==> src/rtl/escal_pkg.sv <==
package escal_pkg;

  localparam int unsigned TIME_W = 32;
  localparam int unsigned PROD_W = 64;
  localparam int unsigned DAYS_W = 16;
  localparam int unsigned YEAR_W = 8;
  localparam int unsigned YD_W = 9;

  localparam logic [TIME_W-1:0] BASE_RESET = 32'd946684800;

  localparam logic [5:0] SEC_PER_MIN = 6'd60;
  localparam logic [5:0] MIN_PER_HOUR = 6'd60;
  localparam logic [5:0] HOURS_PER_DAY = 6'd24;
  localparam logic [5:0] DAYS_PER_WEEK = 6'd7;

  // Rounded-up reciprocals; the quotient is the product shifted right by the paired amount.
  localparam logic [TIME_W-1:0] RECIP_SIXTY = 32'h8888_8889;
  localparam logic [TIME_W-1:0] RECIP_TWENTY_FOUR = 32'hAAAA_AAAB;
  localparam logic [TIME_W-1:0] RECIP_SEVEN = 32'h2492_4925;
  localparam logic [5:0] SHIFT_SIXTY = 6'd37;
  localparam logic [5:0] SHIFT_TWENTY_FOUR = 6'd36;
  localparam logic [5:0] SHIFT_SEVEN = 6'd32;

  localparam logic [DAYS_W-1:0] WDAY_OFFSET = 16'd6;
  localparam logic [DAYS_W-1:0] DAYS_PER_QUAD = 16'd1461;
  localparam logic [DAYS_W-1:0] DAYS_LEAP_YEAR = 16'd366;
  localparam logic [DAYS_W-1:0] DAYS_COMMON_YEAR = 16'd365;
  localparam logic [YEAR_W-1:0] YEARS_PER_QUAD = 8'd4;

  typedef enum logic [1:0] {
    DIV_SEC,
    DIV_MIN,
    DIV_HOUR,
    DIV_WDAY
  } div_sel_e;

  typedef enum logic [3:0] {
    DP_NOP,
    DP_LOAD,
    DP_DIV_MUL,
    DP_DIV_STORE,
    DP_YEAR,
    DP_MONTH_INIT,
    DP_MONTH,
    DP_PUBLISH
  } dp_op_e;

  typedef enum logic [2:0] {
    S_IDLE,
    S_DIV_MUL,
    S_DIV_STORE,
    S_YEAR,
    S_MONTH_INIT,
    S_MONTH,
    S_FINISH
  } ctrl_state_e;

  typedef struct packed {
    dp_op_e   op;
    div_sel_e sel;
  } dp_cmd_t;

  typedef struct packed {
    logic before_base;
    logic year_done;
    logic month_done;
  } dp_status_t;

  function automatic logic [5:0] div_divisor(div_sel_e sel);
    logic [5:0] d;
    unique case (sel)
      DIV_SEC:  d = SEC_PER_MIN;
      DIV_MIN:  d = MIN_PER_HOUR;
      DIV_HOUR: d = HOURS_PER_DAY;
      DIV_WDAY: d = DAYS_PER_WEEK;
    endcase
    return d;
  endfunction

  function automatic logic [TIME_W-1:0] div_recip(div_sel_e sel);
    logic [TIME_W-1:0] r;
    unique case (sel)
      DIV_SEC:  r = RECIP_SIXTY;
      DIV_MIN:  r = RECIP_SIXTY;
      DIV_HOUR: r = RECIP_TWENTY_FOUR;
      DIV_WDAY: r = RECIP_SEVEN;
    endcase
    return r;
  endfunction

  function automatic logic [5:0] div_post_shift(div_sel_e sel);
    logic [5:0] s;
    unique case (sel)
      DIV_SEC:  s = SHIFT_SIXTY;
      DIV_MIN:  s = SHIFT_SIXTY;
      DIV_HOUR: s = SHIFT_TWENTY_FOUR;
      DIV_WDAY: s = SHIFT_SEVEN;
    endcase
    return s;
  endfunction

  function automatic logic [4:0] month_days(logic [3:0] m, logic leap);
    logic [4:0] d;
    unique case (m)
      4'd1:                      d = leap ? 5'd29 : 5'd28;
      4'd3, 4'd5, 4'd8, 4'd10:   d = 5'd30;
      default:                   d = 5'd31;
    endcase
    return d;
  endfunction

endpackage

==> src/rtl/epoch_seconds_to_calendar_unit.sv <==
// The time to a result grows with B, the number of four-year blocks (up to 34), Y the
// remaining years (up to 3) and M the months passed (up to 11); an input before the base
// goes straight to publishing its result.
// Four constant divisions by reciprocal multiplication use a multiply and a store state each.
// One item is in work at a time; publishing waits until the last result is taken.
// Reset sets the base to 2000-01-01 00:00 and leaves no result pending.
module epoch_seconds_to_calendar_unit (
  input  logic        clk_i,
  input  logic        rst_ni,
  input  logic        base_seconds_we_i,
  input  logic [31:0] base_seconds_i,
  input  logic        in_valid_i,
  output logic        in_ready_o,
  input  logic [31:0] epoch_seconds_i,
  output logic        out_valid_o,
  input  logic        out_ready_i,
  output logic        valid_res_o,
  output logic [5:0]  second_o,
  output logic [5:0]  minute_o,
  output logic [4:0]  hour_o,
  output logic [2:0]  weekday_o,
  output logic [4:0]  day_of_month_o,
  output logic [3:0]  month_number_o,
  output logic [6:0]  year_offset_o
);
  import escal_pkg::*;

  dp_cmd_t    cmd;
  dp_status_t status;

  escal_ctrl u_ctrl (
    .clk_i       (clk_i),
    .rst_ni      (rst_ni),
    .in_valid_i  (in_valid_i),
    .in_ready_o  (in_ready_o),
    .out_valid_o (out_valid_o),
    .out_ready_i (out_ready_i),
    .status_i    (status),
    .cmd_o       (cmd)
  );

  escal_dp u_dp (
    .clk_i          (clk_i),
    .rst_ni         (rst_ni),
    .base_we_i      (base_seconds_we_i),
    .base_i         (base_seconds_i),
    .epoch_i        (epoch_seconds_i),
    .cmd_i          (cmd),
    .status_o       (status),
    .valid_res_o    (valid_res_o),
    .second_o       (second_o),
    .minute_o       (minute_o),
    .hour_o         (hour_o),
    .weekday_o      (weekday_o),
    .day_of_month_o (day_of_month_o),
    .month_number_o (month_number_o),
    .year_offset_o  (year_offset_o)
  );

endmodule

==> src/rtl/escal_dp.sv <==
module escal_dp (
  input  logic                  clk_i,
  input  logic                  rst_ni,
  input  logic                  base_we_i,
  input  logic [31:0]           base_i,
  input  logic [31:0]           epoch_i,
  input  escal_pkg::dp_cmd_t    cmd_i,
  output escal_pkg::dp_status_t status_o,
  output logic                  valid_res_o,
  output logic [5:0]            second_o,
  output logic [5:0]            minute_o,
  output logic [4:0]            hour_o,
  output logic [2:0]            weekday_o,
  output logic [4:0]            day_of_month_o,
  output logic [3:0]            month_number_o,
  output logic [6:0]            year_offset_o
);
  import escal_pkg::*;

  logic [TIME_W-1:0] base_q;
  logic [TIME_W-1:0] w_q;
  logic [PROD_W-1:0] prod_q;
  logic              neg_q;
  logic [5:0]        sec_q;
  logic [5:0]        min_q;
  logic [4:0]        hour_q;
  logic [2:0]        wday_q;
  logic [DAYS_W-1:0] days_q;
  logic [YEAR_W-1:0] year_q;
  logic [YD_W-1:0]   yd_q;
  logic [3:0]        mon_q;

  logic              res_valid_q;
  logic [5:0]        res_sec_q;
  logic [5:0]        res_min_q;
  logic [4:0]        res_hour_q;
  logic [2:0]        res_wday_q;
  logic [4:0]        res_day_q;
  logic [3:0]        res_mon_q;
  logic [6:0]        res_year_q;

  logic [5:0]        divisor;
  logic [TIME_W-1:0] div_arg;
  logic [PROD_W-1:0] div_prod;
  logic [PROD_W-1:0] quot_full;
  logic [TIME_W-1:0] quot;
  logic [TIME_W-1:0] quot_x_div;
  logic [TIME_W-1:0] div_rem;
  logic              leap;
  logic [DAYS_W-1:0] year_len;
  logic              quad_ok;
  logic              year_ok;
  logic [4:0]        mlen;
  logic [DAYS_W-1:0] wday_arg;

  assign divisor    = div_divisor(cmd_i.sel);
  assign div_arg    = (cmd_i.sel == DIV_WDAY) ? {{(TIME_W-DAYS_W){1'b0}}, wday_arg} : w_q;
  assign div_prod   = {{(PROD_W-TIME_W){1'b0}}, div_arg} *
                      {{(PROD_W-TIME_W){1'b0}}, div_recip(cmd_i.sel)};
  assign quot_full  = prod_q >> div_post_shift(cmd_i.sel);
  assign quot       = quot_full[TIME_W-1:0];
  assign quot_x_div = quot * {{(TIME_W-6){1'b0}}, divisor};
  assign div_rem    = w_q - quot_x_div;

  assign leap     = year_q[1:0] == 2'b00;
  assign year_len = leap ? DAYS_LEAP_YEAR : DAYS_COMMON_YEAR;
  assign quad_ok  = days_q >= DAYS_PER_QUAD;
  assign year_ok  = days_q >= year_len;
  assign mlen     = month_days(mon_q, leap);
  assign wday_arg = days_q + WDAY_OFFSET;

  assign status_o.before_base = epoch_i < base_q;
  assign status_o.year_done   = !year_ok;
  assign status_o.month_done  = yd_q <= {{(YD_W-5){1'b0}}, mlen};

  always_ff @(posedge clk_i or negedge rst_ni) begin
    if (!rst_ni) begin
      base_q <= BASE_RESET;
    end else if (base_we_i) begin
      base_q <= base_i;
    end
  end

  always_ff @(posedge clk_i) begin
    unique case (cmd_i.op)
      DP_NOP: begin
      end
      DP_LOAD: begin
        w_q   <= epoch_i - base_q;
        neg_q <= status_o.before_base;
      end
      DP_DIV_MUL: begin
        prod_q <= div_prod;
        w_q    <= div_arg;
      end
      DP_DIV_STORE: begin
        unique case (cmd_i.sel)
          DIV_SEC: begin
            sec_q <= div_rem[5:0];
            w_q   <= quot;
          end
          DIV_MIN: begin
            min_q <= div_rem[5:0];
            w_q   <= quot;
          end
          DIV_HOUR: begin
            hour_q <= div_rem[4:0];
            days_q <= quot[DAYS_W-1:0];
          end
          DIV_WDAY: begin
            wday_q <= div_rem[2:0];
            year_q <= '0;
          end
        endcase
      end
      DP_YEAR: begin
        if (quad_ok) begin
          days_q <= days_q - DAYS_PER_QUAD;
          year_q <= year_q + YEARS_PER_QUAD;
        end else if (year_ok) begin
          days_q <= days_q - year_len;
          year_q <= year_q + 8'd1;
        end
      end
      DP_MONTH_INIT: begin
        yd_q  <= days_q[YD_W-1:0] + 9'd1;
        mon_q <= '0;
      end
      DP_MONTH: begin
        if (!status_o.month_done) begin
          yd_q  <= yd_q - {{(YD_W-5){1'b0}}, mlen};
          mon_q <= mon_q + 4'd1;
        end
      end
      DP_PUBLISH: begin
        res_valid_q <= !neg_q;
        res_sec_q   <= neg_q ? '0 : sec_q;
        res_min_q   <= neg_q ? '0 : min_q;
        res_hour_q  <= neg_q ? '0 : hour_q;
        res_wday_q  <= neg_q ? '0 : wday_q;
        res_day_q   <= neg_q ? '0 : yd_q[4:0];
        res_mon_q   <= neg_q ? '0 : mon_q + 4'd1;
        res_year_q  <= neg_q ? '0 : year_q[6:0];
      end
      default: begin
      end
    endcase
  end

  assign valid_res_o    = res_valid_q;
  assign second_o       = res_sec_q;
  assign minute_o       = res_min_q;
  assign hour_o         = res_hour_q;
  assign weekday_o      = res_wday_q;
  assign day_of_month_o = res_day_q;
  assign month_number_o = res_mon_q;
  assign year_offset_o  = res_year_q;

endmodule

==> src/rtl/escal_ctrl.sv <==
module escal_ctrl (
  input  logic                  clk_i,
  input  logic                  rst_ni,
  input  logic                  in_valid_i,
  output logic                  in_ready_o,
  output logic                  out_valid_o,
  input  logic                  out_ready_i,
  input  escal_pkg::dp_status_t status_i,
  output escal_pkg::dp_cmd_t    cmd_o
);
  import escal_pkg::*;

  ctrl_state_e      state_q, state_d;
  div_sel_e         sel_q, sel_d;
  logic             out_valid_q, out_valid_d;
  logic             publish;

  always_ff @(posedge clk_i or negedge rst_ni) begin
    if (!rst_ni) begin
      state_q     <= S_IDLE;
      sel_q       <= DIV_SEC;
      out_valid_q <= 1'b0;
    end else begin
      state_q     <= state_d;
      sel_q       <= sel_d;
      out_valid_q <= out_valid_d;
    end
  end

  always_comb begin
    state_d    = state_q;
    sel_d      = sel_q;
    cmd_o.op   = DP_NOP;
    cmd_o.sel  = sel_q;
    publish    = 1'b0;
    unique case (state_q)
      S_IDLE: begin
        if (in_valid_i) begin
          cmd_o.op = DP_LOAD;
          sel_d    = DIV_SEC;
          state_d  = status_i.before_base ? S_FINISH : S_DIV_MUL;
        end
      end
      S_DIV_MUL: begin
        cmd_o.op = DP_DIV_MUL;
        state_d  = S_DIV_STORE;
      end
      S_DIV_STORE: begin
        cmd_o.op = DP_DIV_STORE;
        state_d  = S_DIV_MUL;
        unique case (sel_q)
          DIV_SEC:  sel_d = DIV_MIN;
          DIV_MIN:  sel_d = DIV_HOUR;
          DIV_HOUR: sel_d = DIV_WDAY;
          DIV_WDAY: state_d = S_YEAR;
        endcase
      end
      S_YEAR: begin
        if (status_i.year_done) begin
          state_d = S_MONTH_INIT;
        end else begin
          cmd_o.op = DP_YEAR;
        end
      end
      S_MONTH_INIT: begin
        cmd_o.op = DP_MONTH_INIT;
        state_d  = S_MONTH;
      end
      S_MONTH: begin
        if (status_i.month_done) begin
          state_d = S_FINISH;
        end else begin
          cmd_o.op = DP_MONTH;
        end
      end
      S_FINISH: begin
        if (!out_valid_q || out_ready_i) begin
          cmd_o.op = DP_PUBLISH;
          publish  = 1'b1;
          state_d  = S_IDLE;
        end
      end
      default: begin
        state_d = S_IDLE;
      end
    endcase
    out_valid_d = publish || (out_valid_q && !out_ready_i);
  end

  assign in_ready_o  = state_q == S_IDLE;
  assign out_valid_o = out_valid_q;

endmodule

==> config.mk <==
export PLATFORM = sky130hd
export DESIGN_NAME = epoch_seconds_to_calendar_unit
export DESIGN_NICKNAME = d
export VERILOG_FILES = /design/src/rtl/escal_pkg.sv /design/src/rtl/epoch_seconds_to_calendar_unit.sv /design/src/rtl/escal_dp.sv /design/src/rtl/escal_ctrl.sv
export SDC_FILE = /design/constraint.sdc
export NUM_CORES = 2
export LEC_CHECK = 0
export BUFFER_PORTS_ARGS = -buffer_cell sky130_fd_sc_hd__buf_2
export CELL_PAD_IN_SITES_DETAIL_PLACEMENT = 1
export CELL_PAD_IN_SITES_GLOBAL_PLACEMENT = 1
export CORE_UTILIZATION = 52
export DETAILED_ROUTE_END_ITERATION = 6
export GPL_TIMING_DRIVEN = 0
export PLACE_DENSITY = 0.88
export REMOVE_ABC_BUFFERS = 1
export SLEW_MARGIN = 25
export SYNTH_ARGS = -nofsm -noshare
export SYNTH_HDL_FRONTEND = slang
export SYNTH_SLANG_ARGS = --single-unit
==> constraint.sdc <==
create_clock -name clk_i -period 10.77 [get_ports clk_i]
set_input_delay 0.5385 -clock clk_i [delete_from_list [all_inputs] [get_ports clk_i]]
set_output_delay 0.5385 -clock clk_i [all_outputs]
set_load 0.005 [all_outputs]
# After elaboration in Yosys (flattened, before gate mapping)

Cells that the tools add are included.

Word-level logic and storage cells: 134
Register bits after elaboration: 229

Reductions and logical operators: 25
Add/subtract/negate cells: 10
Mux-type cells: 38
Equal/unequal tests: 31
Shifts and indexed selects: 1
$mul: 2
Order comparisons: 4

Operators by type and width:

| operator               | count |
|---|---|
| $pmux 32 s3            | 2 |
| $mul 32x32->64         | 1 |
| $mux 32                | 2 |
| $shr 64x6->32          | 1 |
| $mux 16                | 3 |
| $pmux 6 s3             | 2 |
| $lt 32x32->1           | 1 |
| $mul 32x6->6           | 1 |
| $pmux 16 s2            | 1 |
| $sub 32x32->32         | 1 |
| $pmux 4 s7             | 1 |
| $mux 3                 | 8 |
| $mux 8                 | 3 |
| $pmux 3 s7             | 1 |
| $eq 4x3->1 const B     | 5 |
| $pmux 9 s2             | 1 |
| $add 16x3->16 const B  | 1 |
| $ge 16x11->1 const B   | 1 |
| $ge 16x16->1           | 1 |
| $pmux 8 s2             | 1 |
| $sub 16x11->16 const B | 1 |
| $sub 16x16->16         | 1 |
| $ne 2x2->1 const B     | 7 |
| $eq 4x2->1 const B     | 3 |
| 37 further kinds       | 61 |

# Depth between registers and ports, before layout

Depth after elaboration: 9
Depth in mapped cells: 37

# Modules after synthesis

Synthesis repeated with hierarchy kept, for this count alone.

Cells, all modules: 3391
Area, all modules: 33706.1 µm²

By module, submodules not included:

| module     | area each (µm²) | instances | cells an instance | seq. area each (µm²) |
|---|---|---|---|---|
| escal_dp   | 33213.1         | 1         | 3331              | 5560.3 |
| escal_ctrl | 493.0           | 1         | 60                | 150.1 |

# Worst setup path after synthesis

Ideal clock, no wire load.

Path kind: register to register
Start: register u_dp.days_q[2]
End: register u_dp.prod_q[62] (data pin)
Cell stages (with the launch flop): 35
Data arrival time: 8.116 ns
Period minus slack after synthesis: 8.378 ns
Setup slack: 2.392 ns
Path buffers: 1
Cell sequence: edfxtp_1 -> buf_2 -> inv_1 -> ha_1 -> nor3_1 -> nand2_1 -> or3_1 -> a21oi_1 -> nor2_1 -> nor2_1 -> ha_1 -> fa_1 -> fa_1 -> inv_1 -> fa_1 -> inv_1 -> fa_1 -> inv_1 -> fa_1 -> inv_1 -> fa_1 -> inv_1 -> fa_1 -> inv_1 -> ha_1 -> a21o_1 -> a21o_1 -> a2111oi_0 -> o21ai_0 -> o21ai_2 -> o21bai_4 -> a21o_1 -> a41oi_1 -> o21bai_1 -> xor2_1

Word-level cells in the longest chain between the ends: 3

Ends and longest elaborated chain:

| what                   | RTL line        | source |
|---|---|---|
| start, declared        | escal_dp.sv:28  | `logic [DAYS_W-1:0] days_q;` |
| start signal, assigned | escal_dp.sv:108 | `days_q <= quot[DAYS_W-1:0];` |
| start signal, assigned | escal_dp.sv:118 | `days_q <= days_q - DAYS_PER_QUAD;` |
| start signal, assigned | escal_dp.sv:121 | `days_q <= days_q - year_len;` |
| $add 16x3->16          | escal_dp.sv:70  | `assign wday_arg = days_q + WDAY_OFFSET;` |
| $mux 32                | escal_dp.sv:57  | `assign div_arg = (cmd_i.sel == DIV_WDAY) ? {{(TIME_W-DAYS_W){1'b0}}, wday_arg} : w_q;` |
| $mul 32x32->64         | escal_dp.sv:58  | `assign div_prod = {{(PROD_W-TIME_W){1'b0}}, div_arg} *` |
| net u_dp.div_prod[62]  | escal_dp.sv:44  | `logic [PROD_W-1:0] div_prod;` |
| end signal, assigned   | escal_dp.sv:93  | `prod_q <= div_prod;` |
| end, declared          | escal_dp.sv:22  | `logic [PROD_W-1:0] prod_q;` |

The timed path passes the listed nets, and every way through them passes these cells.
A chain may end at the register's enable or synchronous reset.

# Worst setup path after layout

Start: register u_ctrl.sel_q[1]
End: register u_dp.prod_q[55] (data pin)

Word-level cells in the longest chain between the ends: 4
Elaborated cells between the ends (all ways): 8

Ends and longest elaborated chain:

| what                                                 | RTL line         | source |
|---|---|---|
| start, declared                                      | escal_ctrl.sv:14 | `div_sel_e sel_q, sel_d;` |
| start signal, assigned                               | escal_ctrl.sv:25 | `sel_q <= sel_d;` |
| $eq 2x1->1 / $logic_not 2->1 (equally long branches) | escal_pkg.sv:82  | `unique case (sel)` |
| $reduce_or 2->1 (no line)                            | -                |  |
| $pmux 32 s3                                          | escal_pkg.sv:82  |  |
| $mul 32x32->64 *                                     | escal_dp.sv:58   |  |
| net u_dp.div_prod[55]                                | escal_dp.sv:44   |  |

The timed path passes the listed nets; every way through them passes the cells marked *. The select of a mux whose other input is x is not followed.

==> summary.md <==
| Metric | Value |
|---|---|
| Status | finished with violations |
| Failing checks | negative setup slack |
| Vias | 26376 |
| Synthesized instance count | 3388 |
| Clk slew on worst S/H paths | 0.09 ns |
| Largest net degree at the start of global routing | 64 |
| Wire per inst | 27.5 µm |
| Routed Antenna Nets | 0 |
| Mapped Area | 33600 µm² |
| Die Wd | 256 µm |
| Worst Clk Skew | 0.0177 ns |
| Crit path capture type | flip-flop |
| Async set or reset register ratio after synthesis | 19.4% |
| Slew at the pin closest to its max-slew limit | 1.12 ns |
| GRT Overall Usage | 36.8% |
| Worst Path Arrival | 11.16 ns |
| Share of layout cells above drive strength 1 | 6.28% |
| Core area | 63400 µm² |
| Setup CP Type | flip-flop to flip-flop |
| Buffers on Ports | 107 |
| Clock latency on the worst-skew pair | 0.47 ns |
| Max cap viols | 0 |
| Number of global-route vias before repair | 29895 |
| Final period utilization | 102% |
| Register area share after synthesis | 17.0% |
| TritonCTS Buffers | 17 |
| CP required | 10.98 ns |
| Chip height | 256 µm |
| Initial core utilization | 52.9% |
| FF+latch count, synth | 196 |
| Slew Viols, Final | 0 |
| CP max-delay cell | nor2_1 |
| Antenna violations before repair | 1 |
| Setup ws final | -0.182 ns |
| DP Cell Count | 4313 |
| Final setup vio count | 6 |
| Worst min-delay path category | input pin to flip-flop |
| Reg-to-reg setup timing slack | -0.18 ns |
| Diode count | 0 |
| Fmax | 91.3 MHz |
| CP dominant cell by count | fa_1 |
| Worst setup SP type | flip-flop |
| CTS Buffer Depth | 2 |
| Synth Flop Type | edfxtp_1 |
| Final net count | 4559 |
| Drt via density | 6.06 |
| Synth warn | 0 |
| Std cell rows | 92 |
| Initial DRC count | 2271 |
| Drt drc | 0 |
| CTS H-tree depth | 4 |
| Final WL | 120000 µm |
| RePlAce Congestion | 0.981 |
| Root Driver | clkbuf_16 |
| Placed wire-length estimate | 99500 µm |
| Clock sink total | 196 |
| Max FO, Critical Path | 62 |
| Post-synth cell types | 76 |
| First-pass GRT wire length | 180000 µm |
| Die ar. | 65600 µm² |
| CP max stage delay | 0.73 ns |
| CTS tree | done |
| Layout area overhead | 7.18% |
| Final Non-Filler Cells | 4349 |
| I/O Pins | 108 |
| First-pass detailed-route iteration total | 6 |
| Rel. slew slack | 25.2% |
| Post-synth EDFFs | 158 |
| Final Hold Viols | 0 |
| Grt ovf | 0 |
| Final min period | 10.95 ns |
| Syn_area_per_cell | 9.90 µm² |
==> state kept, by name, summed over array words and instances (netlist names), 6 cells and up <==
register and cells:
u_dp.year_q 7, u_dp.min_q 6, u_dp.yd_q 9, u_dp.minute_o 6
u_dp.year_offset_o 7, u_dp.base_q 32, u_dp.sec_q 6, u_dp.w_q 32
u_dp.days_q 16, u_dp.prod_q 32, u_dp.second_o 6
==> stage by stage <==
stage	instance area [µm²]	TNS (ns)	utilization, %	setup slack (ns)	hold WS [ns]
floorplan	33400	0	-	0.617	0.243
global placement	35000	-103.79	55.2	-3.97	0.492
detailed placement	35200	-6.00	55.5	-0.590	0.505
CTS	35900	0	56.5	0.0413	0.218
global route	36000	-1.04	56.7	-0.231	0.294
finish	36000	-0.518	56.7	-0.182	0.284
==> cell usage after synthesis, types with 5 or more instances <==
| cell type | number | area, µm² |
|---|---|---|
| o21ai_0 | 139 | 696 |
| nand2b_1 | 18 | 113 |
| o2111ai_1 | 5 | 43.8 |
| nor4_1 | 7 | 43.8 |
| or2_2 | 15 | 93.8 |
| mux2i_1 | 31 | 310 |
| and4_1 | 8 | 70.1 |
| buf_1 | 8 | 30.0 |
| xnor2_1 | 102 | 893 |
| a22oi_1 | 16 | 120 |
| nand2_1 | 191 | 717 |
| nor3b_1 | 5 | 37.5 |
| a221oi_1 | 10 | 87.6 |
| buf_2 | 9 | 45.0 |
| clkbuf_1 | 61 | 229 |
| nand3_1 | 30 | 150 |
| o211ai_1 | 9 | 67.6 |
| a41oi_1 | 6 | 52.6 |
| o221ai_1 | 15 | 131 |
| a21o_1 | 46 | 345 |
| nor3_1 | 15 | 75.1 |
| inv_1 | 867 | 3250 |
| fa_1 | 572 | 11500 |
| a211oi_1 | 14 | 105 |
| xor2_1 | 43 | 377 |
| nor2_1 | 141 | 529 |
| and2_1 | 24 | 150 |
| dfrtp_1 | 26 | 651 |
| o21a_1 | 10 | 75.1 |
| a31oi_1 | 16 | 100 |
| edfxtp_1 | 158 | 4740 |
| nand3b_1 | 5 | 37.5 |
| dfstp_2 | 12 | 315 |
| nor2b_1 | 79 | 494 |
| o21bai_1 | 17 | 128 |
| nand4_1 | 17 | 106 |
| and3_1 | 13 | 81.3 |
| ha_1 | 428 | 5360 |
| a21oi_1 | 130 | 651 |
==> cell families after synthesis <==
logic type | count (synthesis) | synth area share, %
flip-flops | 196 | 17.0
multiplexers | 34 | 1.04
XOR/XNOR | 145 | 3.78
adder cells (fa/ha/maj) | 1000 | 50.1
buffers and inverters | 949 | 10.7
AND/OR/NAND/NOR | 580 | 8.31
AO/OA/AOI/OAI | 482 | 9.06
other | 2 | 0.0224
==> metal layers <==
layer  GRT usage (%)  vias up  share of wire (%)
met5               0        -              0.011
met4            26.9        2                9.1
met3            6.02      580                7.1
met2            62.3     1491                 49
met1            42.1    13426                 35
li1                -    10877                  -
==> timing repair <==
item,CTS,global route
hold buffers,0,1
setup endpoints to repair,25,13
buffers inserted,0,1
gates resized for setup,6,10
gates cloned,0,0
endpoints found under the hold margin,0,11
pin swaps,0,1
==> critical path, delay by kind of cell (launching register included) <==
kind | cells | cell delay [ns]
buf+inv | 6 | 1.05
flops | 1 | 0.53
xor+xnor | 1 | 0.18
fa+ha+maj | 10 | 4.79
simple gates | 4 | 1.51
compound gates | 7 | 2.57
==> cell type report <==
type	count	area, µm²
fill	7045	27500
multi-input combinational	2287	24600
sequential	196	5710
inverter	869	3260
tap	846	1060
timing repair buffer	119	746
clock buffer	17	425
clock inverter	15	199
==> final timing paths <==
check,startpoint,to,depth (start not counted)
max,u_ctrl.sel_q[1],u_dp.prod_q[55],28
min,base_seconds_i[1],u_dp.base_q[1],3
max reg2reg,u_ctrl.sel_q[1],u_dp.prod_q[55],28
min reg2reg,u_dp.base_q[21],u_dp.base_q[21],2
max in group asynchronous,rst_ni,u_dp.base_q[18],3
min in group asynchronous,rst_ni,u_ctrl.state_q[0],2
==> layout by cell type, fill, tap and decap left out, types with 7 or more instances in the layout <==
master / count
nor2_2: 8
o211ai_1: 9
a221oi_1: 10
dfstp_2: 12
nand4_1: 17
and4_1: 8
edfxtp_1: 158
nand3_1: 30
conb_1: 46
nor2_1: 133
a31oi_1: 16
a21o_1: 46
nand2b_1: 16
and2_1: 24
a21oi_1: 126
nand2_1: 191
and3_1: 13
a22oi_1: 16
o21bai_1: 17
nor2b_1: 73
ha_1: 426
nor4_1: 7
xor2_1: 43
clkbuf_16: 17
o21a_1: 10
inv_1: 867
dfrtp_1: 26
mux2i_1: 31
fa_1: 572
xnor2_1: 102
o21ai_0: 136
nor3_1: 15
a211oi_1: 13
buf_2: 107
o221ai_1: 15
or2_2: 15
Power is left out: the tool's default activity adds up to more than one toggle a clock period on the data nets, which glitch-free logic cannot reach.
